**src/sv/bounded_array_list_macros.svh**
```systemverilog
// Assertion macros shared by the bounded array list RTL.
// Depends on i_clk and i_rst_n being visible in the module that uses them.
`ifndef BOUNDED_ARRAY_LIST_MACROS_SVH
`define BOUNDED_ARRAY_LIST_MACROS_SVH

// same-cycle implication
`define BAL_ASSERT_NOW(lbl, ante, cons, msg) \
    lbl: assert property (@(posedge i_clk) disable iff (!i_rst_n) (ante) |-> (cons)) \
        else $error(msg);

// next-cycle implication
`define BAL_ASSERT_NEXT(lbl, ante, cons, msg) \
    lbl: assert property (@(posedge i_clk) disable iff (!i_rst_n) (ante) |=> (cons)) \
        else $error(msg);

`endif

```
**src/sv/bal_pkg.sv**
```systemverilog
// Types and constants for the bounded array list.
// No dependencies; imported by bal_seq and bounded_array_list.
`default_nettype none

package bal_pkg;

    localparam int OP_W      = 3;
    localparam int VAL_W     = 32;
    localparam int POS_W     = 4;
    localparam int ERR_W     = 2;
    localparam int CNT_OUT_W = 4;

    localparam logic [OP_W-1:0] OP_INS_AT    = 3'd0;
    localparam logic [OP_W-1:0] OP_INS_FRONT = 3'd1;
    localparam logic [OP_W-1:0] OP_INS_BACK  = 3'd2;
    localparam logic [OP_W-1:0] OP_REM_AT    = 3'd3;
    localparam logic [OP_W-1:0] OP_REM_FRONT = 3'd4;
    localparam logic [OP_W-1:0] OP_REM_BACK  = 3'd5;
    localparam logic [OP_W-1:0] OP_SEARCH    = 3'd6;

    localparam logic [ERR_W-1:0] ERR_OK    = 2'd0;
    localparam logic [ERR_W-1:0] ERR_FULL  = 2'd1;
    localparam logic [ERR_W-1:0] ERR_EMPTY = 2'd2;
    localparam logic [ERR_W-1:0] ERR_RANGE = 2'd3;

    typedef enum logic [1:0] {
        S_IDLE,
        S_WALK,
        S_PUT,
        S_DONE
    } t_state;

    typedef enum logic [1:0] {
        K_NONE,
        K_INS,
        K_REM,
        K_SRCH
    } t_kind;

    typedef struct packed {
        logic [VAL_W-1:0]     removed_value;
        logic                 found;
        logic [ERR_W-1:0]     error_code;
        logic [CNT_OUT_W-1:0] count_now;
    } t_result;

endpackage

`default_nettype wire

```
**src/sv/bounded_array_list.sv**
```systemverilog
// Bounded array list: an ordered list of up to DEPTH 32-bit elements packed
// from position 0. Each transaction inserts (at a position, front or back),
// removes (at a position, front or back) or searches, and yields one result.
// Elements live in a single-port-write, single-port-read memory with registered
// read data; a shift or a scan reads one entry per cycle, a shift writes it back
// one place over and a scan compares it. The walk covers the entries behind the
// insert point, those from the remove point to the end, or all entries for
// search, and then drains the read pipeline; an insert then writes the new
// element. An insert with nothing to shift goes straight to that write, and a
// failed operation, an unused op code or a search of an empty list goes
// straight to the result. The input stall drops in the cycle after the result
// moves into the output register.
// Errors (full, empty, position out of range) change nothing. A new
// transaction is taken while the previous result waits in the output register.
// Uses bal_pkg, bal_seq and bal_mem.
`default_nettype none

module bounded_array_list
    import bal_pkg::*;
#(
    parameter int DEPTH = 8
) (
    input  wire logic                 i_clk,
    input  wire logic                 i_rst_n,
    input  wire logic                 i_in_valid,
    output logic                      o_in_stall,
    input  wire logic [OP_W-1:0]      i_op,
    input  wire logic [VAL_W-1:0]     i_item_value,
    input  wire logic [POS_W-1:0]     i_position,
    output logic                      o_out_valid,
    input  wire logic                 i_out_stall,
    output logic      [VAL_W-1:0]     o_removed_value,
    output logic                      o_found,
    output logic      [ERR_W-1:0]     o_error_code,
    output logic      [CNT_OUT_W-1:0] o_count_now
);

    localparam int AW = $clog2(DEPTH);
    localparam int CW = $clog2(DEPTH + 1);

    logic             busy;
    logic             res_valid;
    logic             res_ready;
    t_result          res;
    logic             mem_we;
    logic [AW-1:0]    mem_waddr;
    logic [VAL_W-1:0] mem_wdata;
    logic [AW-1:0]    mem_raddr;
    logic [VAL_W-1:0] mem_rdata;

    logic             r_out_valid;
    t_result          r_out;

    bal_mem #(
        .DEPTH (DEPTH),
        .AW    (AW),
        .DW    (VAL_W)
    ) u_mem (
        .i_clk   (i_clk),
        .i_we    (mem_we),
        .i_waddr (mem_waddr),
        .i_wdata (mem_wdata),
        .i_raddr (mem_raddr),
        .o_rdata (mem_rdata)
    );

    bal_seq #(
        .DEPTH (DEPTH),
        .AW    (AW),
        .CW    (CW)
    ) u_seq (
        .i_clk        (i_clk),
        .i_rst_n      (i_rst_n),
        .i_valid      (i_in_valid),
        .i_op         (i_op),
        .i_item_value (i_item_value),
        .i_position   (i_position),
        .o_busy       (busy),
        .o_res_valid  (res_valid),
        .i_res_ready  (res_ready),
        .o_res        (res),
        .o_mem_we     (mem_we),
        .o_mem_waddr  (mem_waddr),
        .o_mem_wdata  (mem_wdata),
        .o_mem_raddr  (mem_raddr),
        .i_mem_rdata  (mem_rdata)
    );

    assign o_in_stall = busy;

    // output register frees when empty or when its transaction is taken
    assign res_ready = !r_out_valid || !i_out_stall;

    always_ff @(posedge i_clk) begin
        if (!i_rst_n) begin
            r_out_valid <= 1'b0;
        end else if (res_ready) begin
            r_out_valid <= res_valid;
            if (res_valid) begin
                r_out <= res;
            end
        end
    end

    assign o_out_valid     = r_out_valid;
    assign o_removed_value = r_out.removed_value;
    assign o_found         = r_out.found;
    assign o_error_code    = r_out.error_code;
    assign o_count_now     = r_out.count_now;

endmodule

`default_nettype wire

```
**src/sv/bal_mem.sv**
```systemverilog
// Element storage: one write port, one read port, registered read data.
// No dependencies.
`default_nettype none

module bal_mem #(
    parameter int DEPTH = 8,
    parameter int AW    = 3,
    parameter int DW    = 32
) (
    input  wire logic          i_clk,
    input  wire logic          i_we,
    input  wire logic [AW-1:0] i_waddr,
    input  wire logic [DW-1:0] i_wdata,
    input  wire logic [AW-1:0] i_raddr,
    output logic      [DW-1:0] o_rdata
);

    logic [DW-1:0] r_mem [DEPTH];
    logic [DW-1:0] r_rdata;

    always_ff @(posedge i_clk) begin
        if (i_we) begin
            r_mem[i_waddr] <= i_wdata;
        end
    end

    always_ff @(posedge i_clk) begin
        r_rdata <= r_mem[i_raddr];
    end

    assign o_rdata = r_rdata;

endmodule

`default_nettype wire

```
**src/sv/bal_seq.sv**
```systemverilog
// Operation sequencer: decodes a transaction, walks the element memory
// (shift up, shift down, or scan) and builds the result. Uses bal_pkg.
`default_nettype none
`include "bounded_array_list_macros.svh"

module bal_seq
    import bal_pkg::*;
#(
    parameter int DEPTH = 8,
    parameter int AW    = 3,
    parameter int CW    = 4
) (
    input  wire logic              i_clk,
    input  wire logic              i_rst_n,
    input  wire logic              i_valid,
    input  wire logic [OP_W-1:0]   i_op,
    input  wire logic [VAL_W-1:0]  i_item_value,
    input  wire logic [POS_W-1:0]  i_position,
    output logic                   o_busy,
    output logic                   o_res_valid,
    input  wire logic              i_res_ready,
    output t_result                o_res,
    output logic                   o_mem_we,
    output logic      [AW-1:0]     o_mem_waddr,
    output logic      [VAL_W-1:0]  o_mem_wdata,
    output logic      [AW-1:0]     o_mem_raddr,
    input  wire logic [VAL_W-1:0]  i_mem_rdata
);

    localparam int XW = (CW > POS_W) ? CW : POS_W;
    localparam logic [CW-1:0] DEPTH_C = CW'(DEPTH);

    t_state              r_state, n_state;
    t_kind               r_kind;
    logic [CW-1:0]       r_count;
    logic [VAL_W-1:0]    r_val;
    logic [AW-1:0]       r_at;
    logic [AW-1:0]       r_rd;
    logic [AW-1:0]       r_last;
    logic                r_active;
    logic                r_pend;
    logic [AW-1:0]       r_pend_addr;
    logic [VAL_W-1:0]    r_removed;
    logic                r_found;
    logic [ERR_W-1:0]    r_err;

    // decode results
    t_kind               d_kind;
    logic [ERR_W-1:0]    d_err;
    logic [XW-1:0]       d_at_x;
    logic [AW-1:0]       d_rd;
    logic [AW-1:0]       d_last;
    logic                d_active;
    logic [CW-1:0]       d_count;

    logic                accept;
    logic [XW-1:0]       cnt_x;
    logic [XW-1:0]       pos_x;
    logic [AW-1:0]       cnt_m1;

    assign accept = (r_state == S_IDLE) && i_valid;
    assign cnt_x  = XW'(r_count);
    assign pos_x  = XW'(i_position);
    assign cnt_m1 = AW'(r_count - CW'(1));

    always_comb begin
        d_kind   = K_NONE;
        d_err    = ERR_OK;
        d_at_x   = '0;
        d_rd     = '0;
        d_last   = '0;
        d_active = 1'b0;
        d_count  = r_count;
        unique case (i_op) inside
            OP_INS_AT, OP_INS_FRONT, OP_INS_BACK: begin
                d_kind = K_INS;
                if (i_op == OP_INS_AT) begin
                    d_at_x = pos_x;
                end else if (i_op == OP_INS_BACK) begin
                    d_at_x = cnt_x;
                end
                if (r_count == DEPTH_C) begin
                    d_err = ERR_FULL;
                end else if (d_at_x > cnt_x) begin
                    d_err = ERR_RANGE;
                end else begin
                    // walk from the last entry down to the insert point
                    d_rd     = cnt_m1;
                    d_last   = AW'(d_at_x);
                    d_active = (d_at_x != cnt_x);
                    d_count  = r_count + CW'(1);
                end
            end
            OP_REM_AT, OP_REM_FRONT, OP_REM_BACK: begin
                d_kind = K_REM;
                if (i_op == OP_REM_AT) begin
                    d_at_x = pos_x;
                end else if (i_op == OP_REM_BACK) begin
                    d_at_x = XW'(cnt_m1);
                end
                if (r_count == '0) begin
                    d_err = ERR_EMPTY;
                end else if (d_at_x >= cnt_x) begin
                    d_err = ERR_RANGE;
                end else begin
                    // first read is the removed entry, the rest move down
                    d_rd     = AW'(d_at_x);
                    d_last   = cnt_m1;
                    d_active = 1'b1;
                    d_count  = r_count - CW'(1);
                end
            end
            OP_SEARCH: begin
                d_kind   = K_SRCH;
                d_rd     = '0;
                d_last   = cnt_m1;
                d_active = (r_count != '0);
            end
            default: begin
                d_kind = K_NONE;
            end
        endcase
    end

    // next state
    always_comb begin
        n_state = r_state;
        unique case (r_state)
            S_IDLE: begin
                if (i_valid) begin
                    if (d_err != ERR_OK) begin
                        n_state = S_DONE;
                    end else if (d_active) begin
                        n_state = S_WALK;
                    end else if (d_kind == K_INS) begin
                        n_state = S_PUT;
                    end else begin
                        n_state = S_DONE;
                    end
                end
            end
            S_WALK: begin
                if (!r_active && !r_pend) begin
                    n_state = (r_kind == K_INS) ? S_PUT : S_DONE;
                end
            end
            S_PUT: begin
                n_state = S_DONE;
            end
            S_DONE: begin
                if (i_res_ready) begin
                    n_state = S_IDLE;
                end
            end
            default: begin
                n_state = S_IDLE;
            end
        endcase
    end

    // state outputs
    always_comb begin
        o_busy      = (r_state != S_IDLE);
        o_res_valid = (r_state == S_DONE);
        o_mem_we    = 1'b0;
        o_mem_waddr = r_at;
        o_mem_wdata = i_mem_rdata;
        unique case (r_state)
            S_WALK: begin
                if (r_pend && r_kind == K_INS) begin
                    o_mem_we    = 1'b1;
                    o_mem_waddr = r_pend_addr + AW'(1);
                end else if (r_pend && r_kind == K_REM && r_pend_addr != r_at) begin
                    o_mem_we    = 1'b1;
                    o_mem_waddr = r_pend_addr - AW'(1);
                end
            end
            S_PUT: begin
                o_mem_we    = 1'b1;
                o_mem_waddr = r_at;
                o_mem_wdata = r_val;
            end
            default: begin
                o_mem_we = 1'b0;
            end
        endcase
    end

    assign o_mem_raddr = r_rd;

    assign o_res.removed_value = r_removed;
    assign o_res.found         = r_found;
    assign o_res.error_code    = r_err;
    assign o_res.count_now     = CNT_OUT_W'(r_count);

    always_ff @(posedge i_clk) begin
        if (!i_rst_n) begin
            r_state  <= S_IDLE;
            r_count  <= '0;
            r_active <= 1'b0;
            r_pend   <= 1'b0;
        end else begin
            r_state <= n_state;
            if (accept) begin
                r_kind    <= d_kind;
                r_val     <= i_item_value;
                r_at      <= AW'(d_at_x);
                r_rd      <= d_rd;
                r_last    <= d_last;
                r_active  <= d_active && (d_err == ERR_OK);
                r_pend    <= 1'b0;
                r_removed <= '0;
                r_found   <= 1'b0;
                r_err     <= d_err;
                r_count   <= d_count;
            end else if (r_state == S_WALK) begin
                r_pend      <= r_active;
                r_pend_addr <= r_rd;
                if (r_active) begin
                    if (r_rd == r_last) begin
                        r_active <= 1'b0;
                    end else if (r_kind == K_INS) begin
                        r_rd <= r_rd - AW'(1);
                    end else begin
                        r_rd <= r_rd + AW'(1);
                    end
                end
                if (r_pend) begin
                    if (r_kind == K_REM && r_pend_addr == r_at) begin
                        r_removed <= i_mem_rdata;
                    end
                    if (r_kind == K_SRCH && i_mem_rdata == r_val) begin
                        r_found <= 1'b1;
                    end
                end
            end
        end
    end

    `BAL_ASSERT_NOW(a_count_bound, 1'b1, r_count <= DEPTH_C, "count above capacity")
    `BAL_ASSERT_NOW(a_write_state, o_mem_we, (r_state == S_WALK) || (r_state == S_PUT), "write outside walk")
    `BAL_ASSERT_NEXT(a_accept_busy, accept, r_state != S_IDLE, "accepted transaction dropped")
    `BAL_ASSERT_NOW(a_err_clean, (r_state == S_DONE) && (r_err != ERR_OK), (r_removed == '0) && !r_found, "error result carries data")

endmodule

`default_nettype wire

```
**config.mk**
```make
export PLATFORM = sky130hd
export DESIGN_NAME = bounded_array_list
export DESIGN_NICKNAME = d
export VERILOG_FILES = /design/src/sv/bal_pkg.sv /design/src/sv/bounded_array_list.sv /design/src/sv/bal_mem.sv /design/src/sv/bal_seq.sv
export VERILOG_INCLUDE_DIRS = /design/src /design/src/sv
export SDC_FILE = /design/constraint.sdc
export NUM_CORES = 1
export LEC_CHECK = 0
export ABC_AREA = 1
export ABC_CLOCK_PERIOD_IN_PS = 4100
export BUFFER_PORTS_ARGS = -buffer_cell sky130_fd_sc_hd__buf_2
export CELL_PAD_IN_SITES_DETAIL_PLACEMENT = 1
export CELL_PAD_IN_SITES_GLOBAL_PLACEMENT = 1
export CORE_ASPECT_RATIO = 0.9
export CORE_UTILIZATION = 44
export DETAILED_ROUTE_END_ITERATION = 12
export PLACE_DENSITY_LB_ADDON = 0.1
export SETUP_SLACK_MARGIN = 0.15
export SYNTH_ARGS = -nofsm -noshare
export SYNTH_HDL_FRONTEND = slang
export SYNTH_HIERARCHICAL = 1
export SYNTH_SLANG_ARGS = --single-unit
export TNS_END_PERCENT = 20
```
**constraint.sdc**
```tcl
create_clock -name i_clk -period 4.1 [get_ports i_clk]
set_input_delay 0.615 -clock i_clk [delete_from_list [all_inputs] [get_ports i_clk]]
set_output_delay 0.615 -clock i_clk [all_outputs]
set_load 0.01 [all_outputs]
```
# Word-level counts from Yosys, hierarchy flattened
# Memories as Yosys holds them, arrays and structs flattened. A register that Yosys moved wholly into a read port is not among the register bits.
# Index checks and enable logic that the tools add are counted.
# classes
addsub	6
order_cmp	2
eq_ne	27
n_mux	65
bitwise_logic	2
reduce_logical	37
# ops
op	count
two-way mux 32 bit	4
two-way mux 3 bit	17
two-way mux 4 bit	9
equality test 32 bit	1
two-way mux 2 bit	9
two-way mux 1 bit	17
nonzero test 2 bit	8
one-hot mux 3 bit (2 select lines)	2
AND reduction 4 bit	3
!= test 2 bit (second input constant)	5
equality test 3 bit (second input constant)	3
one-hot mux 3 bit (3 select lines)	1
AND reduction 3 bit	3
equality test 2 bit (second input constant)	4
logical AND 1 bit	8
one-hot mux 2 bit (4 select lines)	1
one-hot mux 4 bit (2 select lines)	1
adder 3 x 1 -> 3 bit (second input constant)	2
equality test 2 x 1 -> 1 bit (second input constant)	3
equality test 3 x 2 -> 1 bit (second input constant)	2
equality test 3 bit	2
!= test 2 x 1 -> 1 bit (second input constant)	3
one-hot mux 2 bit (3 select lines)	1
AND reduction 6 bit	1
22 further kinds	29
# totals
reg_bits	129
ram_bits	256
output_inout_bits	41
memories	1
# mem_list
memory	depth	word_bits	rd	rd_ports_with_merged_regs	write_ports	line	rtl
u_mem.r_mem	8	32	1	1	1	bal_mem.sv:18	logic [DW-1:0] r_mem [DEPTH];

# Logic depth before layout (Yosys ltp)
# depth
depth_word	12
depth_mapped	16
mapped_depth_nobuf	16

# By module
# The synthesis kept the hierarchy.
# by_module_without_submodules
module	n_inst	cells_per_inst	area_per_inst_um2	seq_area_each_um2
bal_mem	1	1156	11872.6	8328.0
bal_seq	1	541	4868.4	2592.5
bounded_array_list	1	46	1219.9	1191.1

# Least setup slack after synthesis
# OpenSTA, ideal clock, no wires.
# synth_path
kind	input to register
start	input port i_in_valid
end	register u_seq.r_removed[0] (enable)
setup_ns	0.470
arrival_time_ns	3.609
t_required_ns	3.630
setup_slack_ns	0.021
cell_stages	4
path_buffers	0
path_cell_list	nand2_1 -> nor2_1 -> inv_1 -> o31ai_1
# synth_via
elab_chain_len	3
# synth_rtl
item	line	rtl
from (decl)	bounded_array_list.sv:25	input wire logic i_in_valid,
logical AND 1 bit *	bal_seq.sv:61	assign accept = (r_state == S_IDLE) && i_valid;
nonzero test 2 bit (no source line)	-	
AND reduction 4 bit (no source line) *	-	
to (signal assigned)	bal_seq.sv:230	r_removed <= i_mem_rdata;
to (decl)	bal_seq.sv:43	logic [VAL_W-1:0] r_removed;
# Every way passes the cells marked *; elsewhere a longest branch is shown, timed or not.
# A chain may end at the register's enable or synchronous reset.

# Worst setup path in the final report
# layout_path
start	register u_seq.r_pend_addr[2]
end	memory u_mem.r_mem[2][23] (enable)
# layout_lines
item	line	rtl
from (decl)	bal_seq.sv:42	logic [AW-1:0] r_pend_addr;
from (signal assigned)	bal_seq.sv:218	r_pend_addr <= r_rd;
branches (longest 3 deep; another with subtractor 3 x 1 -> 3 bit)	-	
two-way mux 3 bit *	bal_seq.sv:170	if (r_pend && r_kind == K_INS) begin
two-way mux 3 bit *	bal_seq.sv:168	unique case (r_state)
named net mem_waddr[2]	bounded_array_list.sv:46	logic [AW-1:0] mem_waddr;
to (decl)	bal_mem.sv:18	
# Mark *: on every way through the listed nets, which the timed path passes.

==> flow_metrics.py <==
metrics = {
    "sta": {
        "setup_viol": 0,
        "tightest_slew_ns": 1.16,
        "fin_setup_tns_ns": 0,
        "slew-limit-headroom_pct": 21.8,
        "fmax_mhz": 329,
        "hold_violations": 0,
        "period_share_pct": 74.1,
        "final_max_slew_viol_count": 0,
        "fin_skew_ns": 0.0198,
        "rsz0062_at_grt": "false",
        "min_period_ns": 3.04,
        "setup_ws_ns": 1.06,
    },
    "synthesis": {
        "synth-seq-cells": 417,
        "synth-main-ff-cell": "edfxtp_1",
        "synth-seq-area-share_pct": 67.4,
        "synth.avg_cell_area_um2": 10.3,
        "synth-edff-count": 376,
        "synth_area_mm2": 0.0180,
        "synth_top_family_by_area": "simple AND/OR/NAND/NOR gates",
        "postSynthNetCount": 1804,
        "synth-xor-area-share_pct": 1.32,
        "async_flop_share_pct": 0,
        "netlist_instances": 1743,
        "synth_compound_area_share_pct": 3.02,
        "muxShareOfSynthArea_pct": 0,
        "synth_fa_ha_area_share_pct": 1.30,
        "yosysWarnings": 6,
        "ys_types": 45,
        "yosys.area_share.simple_pct": 17.7,
    },
    "min_path": {
        "hold_path_class": "input port to flop",
    },
    "global_route": {
        "grt.overflow.total": 0,
        "grt_pass1_wl_um": 73300,
        "first_global_vias": 12700,
        "grt_max_degree": 89,
        "antenna_found_initial": 0,
        "grt_usage_pct": 23.3,
    },
    "clock_network": {
        "cts_tree": "built",
        "root_buffer": "clkbuf_16",
        "htreeDepth": 2,
        "cts_num_sinks": 417,
        "clk_pin_slew_ns": 0.06,
        "post_cts_buffers": 0,
        "max-clock-path-buffers": 3,
        "worst_skew_pair.late_latency_ns": 0.57,
        "cts_resized": 0,
        "numCtsBuffers": 43,
        "holdBufCountCts": 0,
    },
    "setup_path": {
        "arrival_ns": 3.30,
        "r2r_start": "u_seq/r_pend_addr[2]",
        "worstRegToRegCells": 11,
        "critPathKind": "flop to flop",
        "cp-startpoint": "u_seq/r_pend_addr[2]",
        "critPathCapture": "u_mem/r_mem[2][23]",
        "cp_max_fo": 18,
        "start_kind": "flop",
        "worst-r2r-setup-slack_ns": 1.06,
        "r2r_end": "u_mem/r_mem[2][23]",
        "crit_required_ns": 4.37,
        "cp-end-kind": "flop",
    },
    "job": {
        "max-cap-violations": 0,
    },
    "die": {
        "initial_core_util_pct": 45.0,
        "dieArea_mm2": 0.0416,
        "io_pins": 84,
        "fp.coreArea_mm2": 0.0399,
        "die_w_um": 215,
        "die_h_um": 194,
        "rows": 69,
    },
    "placement": {
        "port_buffers": 83,
        "place_ws_ns": 1.09,
        "gp_congestion": 0.849,
        "dp_hpwl_um": 30100,
    },
    "drt": {
        "ant_nets": 0,
        "wire_per_inst_um": 19.8,
        "routed_wl_um": 47600,
        "num_vias": 12100,
        "routed_via_density": 5.03,
        "drt_pre_antenna_iters": 4,
        "post-route-drc-count": 0,
        "drt_iter0_drc": 774,
    },
    "power": {
        "vdd.ir_drop.worst_mv": 0.336,
        "powerDensity_mw_per_mm2": 613,
        "leakagePower_nw": 8.86,
    },
    "final_layout": {
        "area_growth_pct": 13.4,
        "finalNetCount": 1898,
        "drive_gt1_share_pct": 10.9,
        "fillers": 4430,
        "antennaDiodeCount": 0,
    },
    "status": {
        "status": "completed",
    },
}
-- kinds of logic after synthesis --
family	after synthesis
AO/OA/AOI/OAI	97
XOR/XNOR	27
adder cells (fa/ha/maj)	18
buffers and inverters	408
flip-flops	417
AND/OR/NAND/NOR	776
-- final cells by class --
class / count / area, µm² / share of cell area [%]
Clock buffer: 50 / 1130 / 5.57
Clock inverter: 29 / 216 / 1.06
Inverter: 348 / 1310 / 6.43
Multi-Input combinational cell: 918 / 4270 / 21.0
Sequential cell: 417 / 12100 / 59.5
Tap cell: 532 / 666 / 3.27
Timing Repair Buffer: 109 / 648 / 3.18
-- power by group --
| part | switching [mW] | internal [mW] | total [mW] | leakage [nW] |
|---|---|---|---|---|
| Combinational | 2.18 | 0.689 | 2.87 | 4.44 |
| Sequential | 0.196 | 5.65 | 5.85 | 3.77 |
| Clock | 1.64 | 2.12 | 3.76 | 0.655 |
| Total | 4.02 | 8.46 | 12.5 | 8.86 |
-- Yosys cell counts, types with 2 or more instances --
master	count	area share (%)
nand2_1	538	11
edfxtp_1	376	63
inv_1	342	7.1
nand3_1	144	4.0
nor2_1	73	1.5
o21ai_0	59	1.6
dfxtp_1	41	4.6
buf_2	20	0.56
clkbuf_1	17	0.36
ha_1	17	1.2
xnor2_1	17	0.83
a21oi_1	14	0.39
buf_6	11	0.69
xor2_1	10	0.49
o22ai_1	7	0.24
buf_4	6	0.25
nand4_1	6	0.21
buf_1	5	0.10
inv_2	4	0.084
nor3_1	4	0.11
nand2_4	3	0.19
o211ai_1	3	0.13
a22o_1	2	0.098
a22oi_1	2	0.084
or2_2	2	0.070
-- critical path, stage by stage (launching register included) --
cell and delay, ns:
edfxtp_1 0.45, xnor2_1 0.16, nand3_1 0.15, nand2_1 0.11
a21oi_1 0.29, o211ai_1 0.14, o21ai_0 0.11, inv_1 0.10
inv_1 0.09, nand2_1 0.14, nor2_4 0.65, buf_4 0.34
-- per-layer routing --
| metal | global-route usage [%] | part of all wire (%) | wire, µm |
|---|---|---|---|
| met1 | 30.6 | 45 | 21200 |
| met3 | 2.92 | 3.4 | 1600 |
| met5 | 0 | 0 | 0 |
| met2 | 39.7 | 49 | 23300 |
| met4 | 8.25 | 3.0 | 1450 |
-- how the worst min path moves through the flow --
| stage | to | start | cells after the start | slack [ns] |
|---|---|---|---|---|
| final | u_seq/r_val[29] | i_item_value[29] | 1 | 0.22 |
| after global routing | u_seq/r_val[14] | i_item_value[14] | 1 | 0.20 |
| after CTS | u_seq/r_val[25] | i_item_value[25] | 1 | 0.19 |
| after detailed placement | o_removed_value[31] | u_seq/r_removed[31] | 0 | 0.41 |
| after global placement | o_removed_value[6] | u_seq/r_removed[6] | 0 | 0.40 |
| after floorplan | o_error_code[0] | u_seq/r_err[0] | 0 | 0.40 |
-- sequential cells by signal, indices dropped and copies added, names as in the netlist, 4 cells and up --
signal           flops
u_mem/r_mem        256
o_removed_value     32
u_mem/o_rdata       32
u_seq/r_removed     32
u_seq/r_val         32
o_count_now          4
u_seq/cnt_x          4
-- cell usage in the layout, fill, tap and decap left out, types with 2 or more instances in the layout --
cell | Yosys | final
a21oi_1 | 14 | 14
a22o_1 | 2 | 2
a22oi_1 | 2 | 2
buf_12 | 0 | 3
buf_2 | 20 | 83
buf_4 | 6 | 23
bufinv_16 | 0 | 2
clkbuf_1 | 17 | 5
clkbuf_16 | 0 | 44
clkinv_1 | 1 | 9
clkinv_2 | 1 | 14
clkinvlp_4 | 0 | 5
dfxtp_1 | 41 | 41
edfxtp_1 | 376 | 376
ha_1 | 17 | 16
inv_1 | 342 | 342
inv_2 | 4 | 2
nand2_1 | 538 | 538
nand2_4 | 3 | 3
nand3_1 | 144 | 144
nand4_1 | 6 | 6
nor2_1 | 73 | 64
nor2_4 | 0 | 10
nor3_1 | 4 | 4
o211ai_1 | 3 | 3
o21ai_0 | 59 | 59
o22ai_1 | 7 | 7
or2_2 | 2 | 2
xnor2_1 | 17 | 17
xor2_1 | 10 | 10
-- metrics by stage --
| step | instance area (µm²) | power [mW] | hold slack, ns | instances | util, % |
|---|---|---|---|---|---|
| after floorplan | 18000 | 7.68 | 0.400 | 1743 | - |
| after global placement | 19000 | 8.74 | 0.405 | 2324 | 47.7 |
| after detailed placement | 19000 | 8.84 | 0.406 | 2324 | 47.7 |
| after CTS | 20400 | 12.6 | 0.187 | 2403 | 51.0 |
| after global routing | 20400 | 13.1 | 0.198 | 2403 | 51.0 |
| final | 20400 | 12.5 | 0.217 | 2403 | 51.0 |
Power figures use the tool's default switching activity.
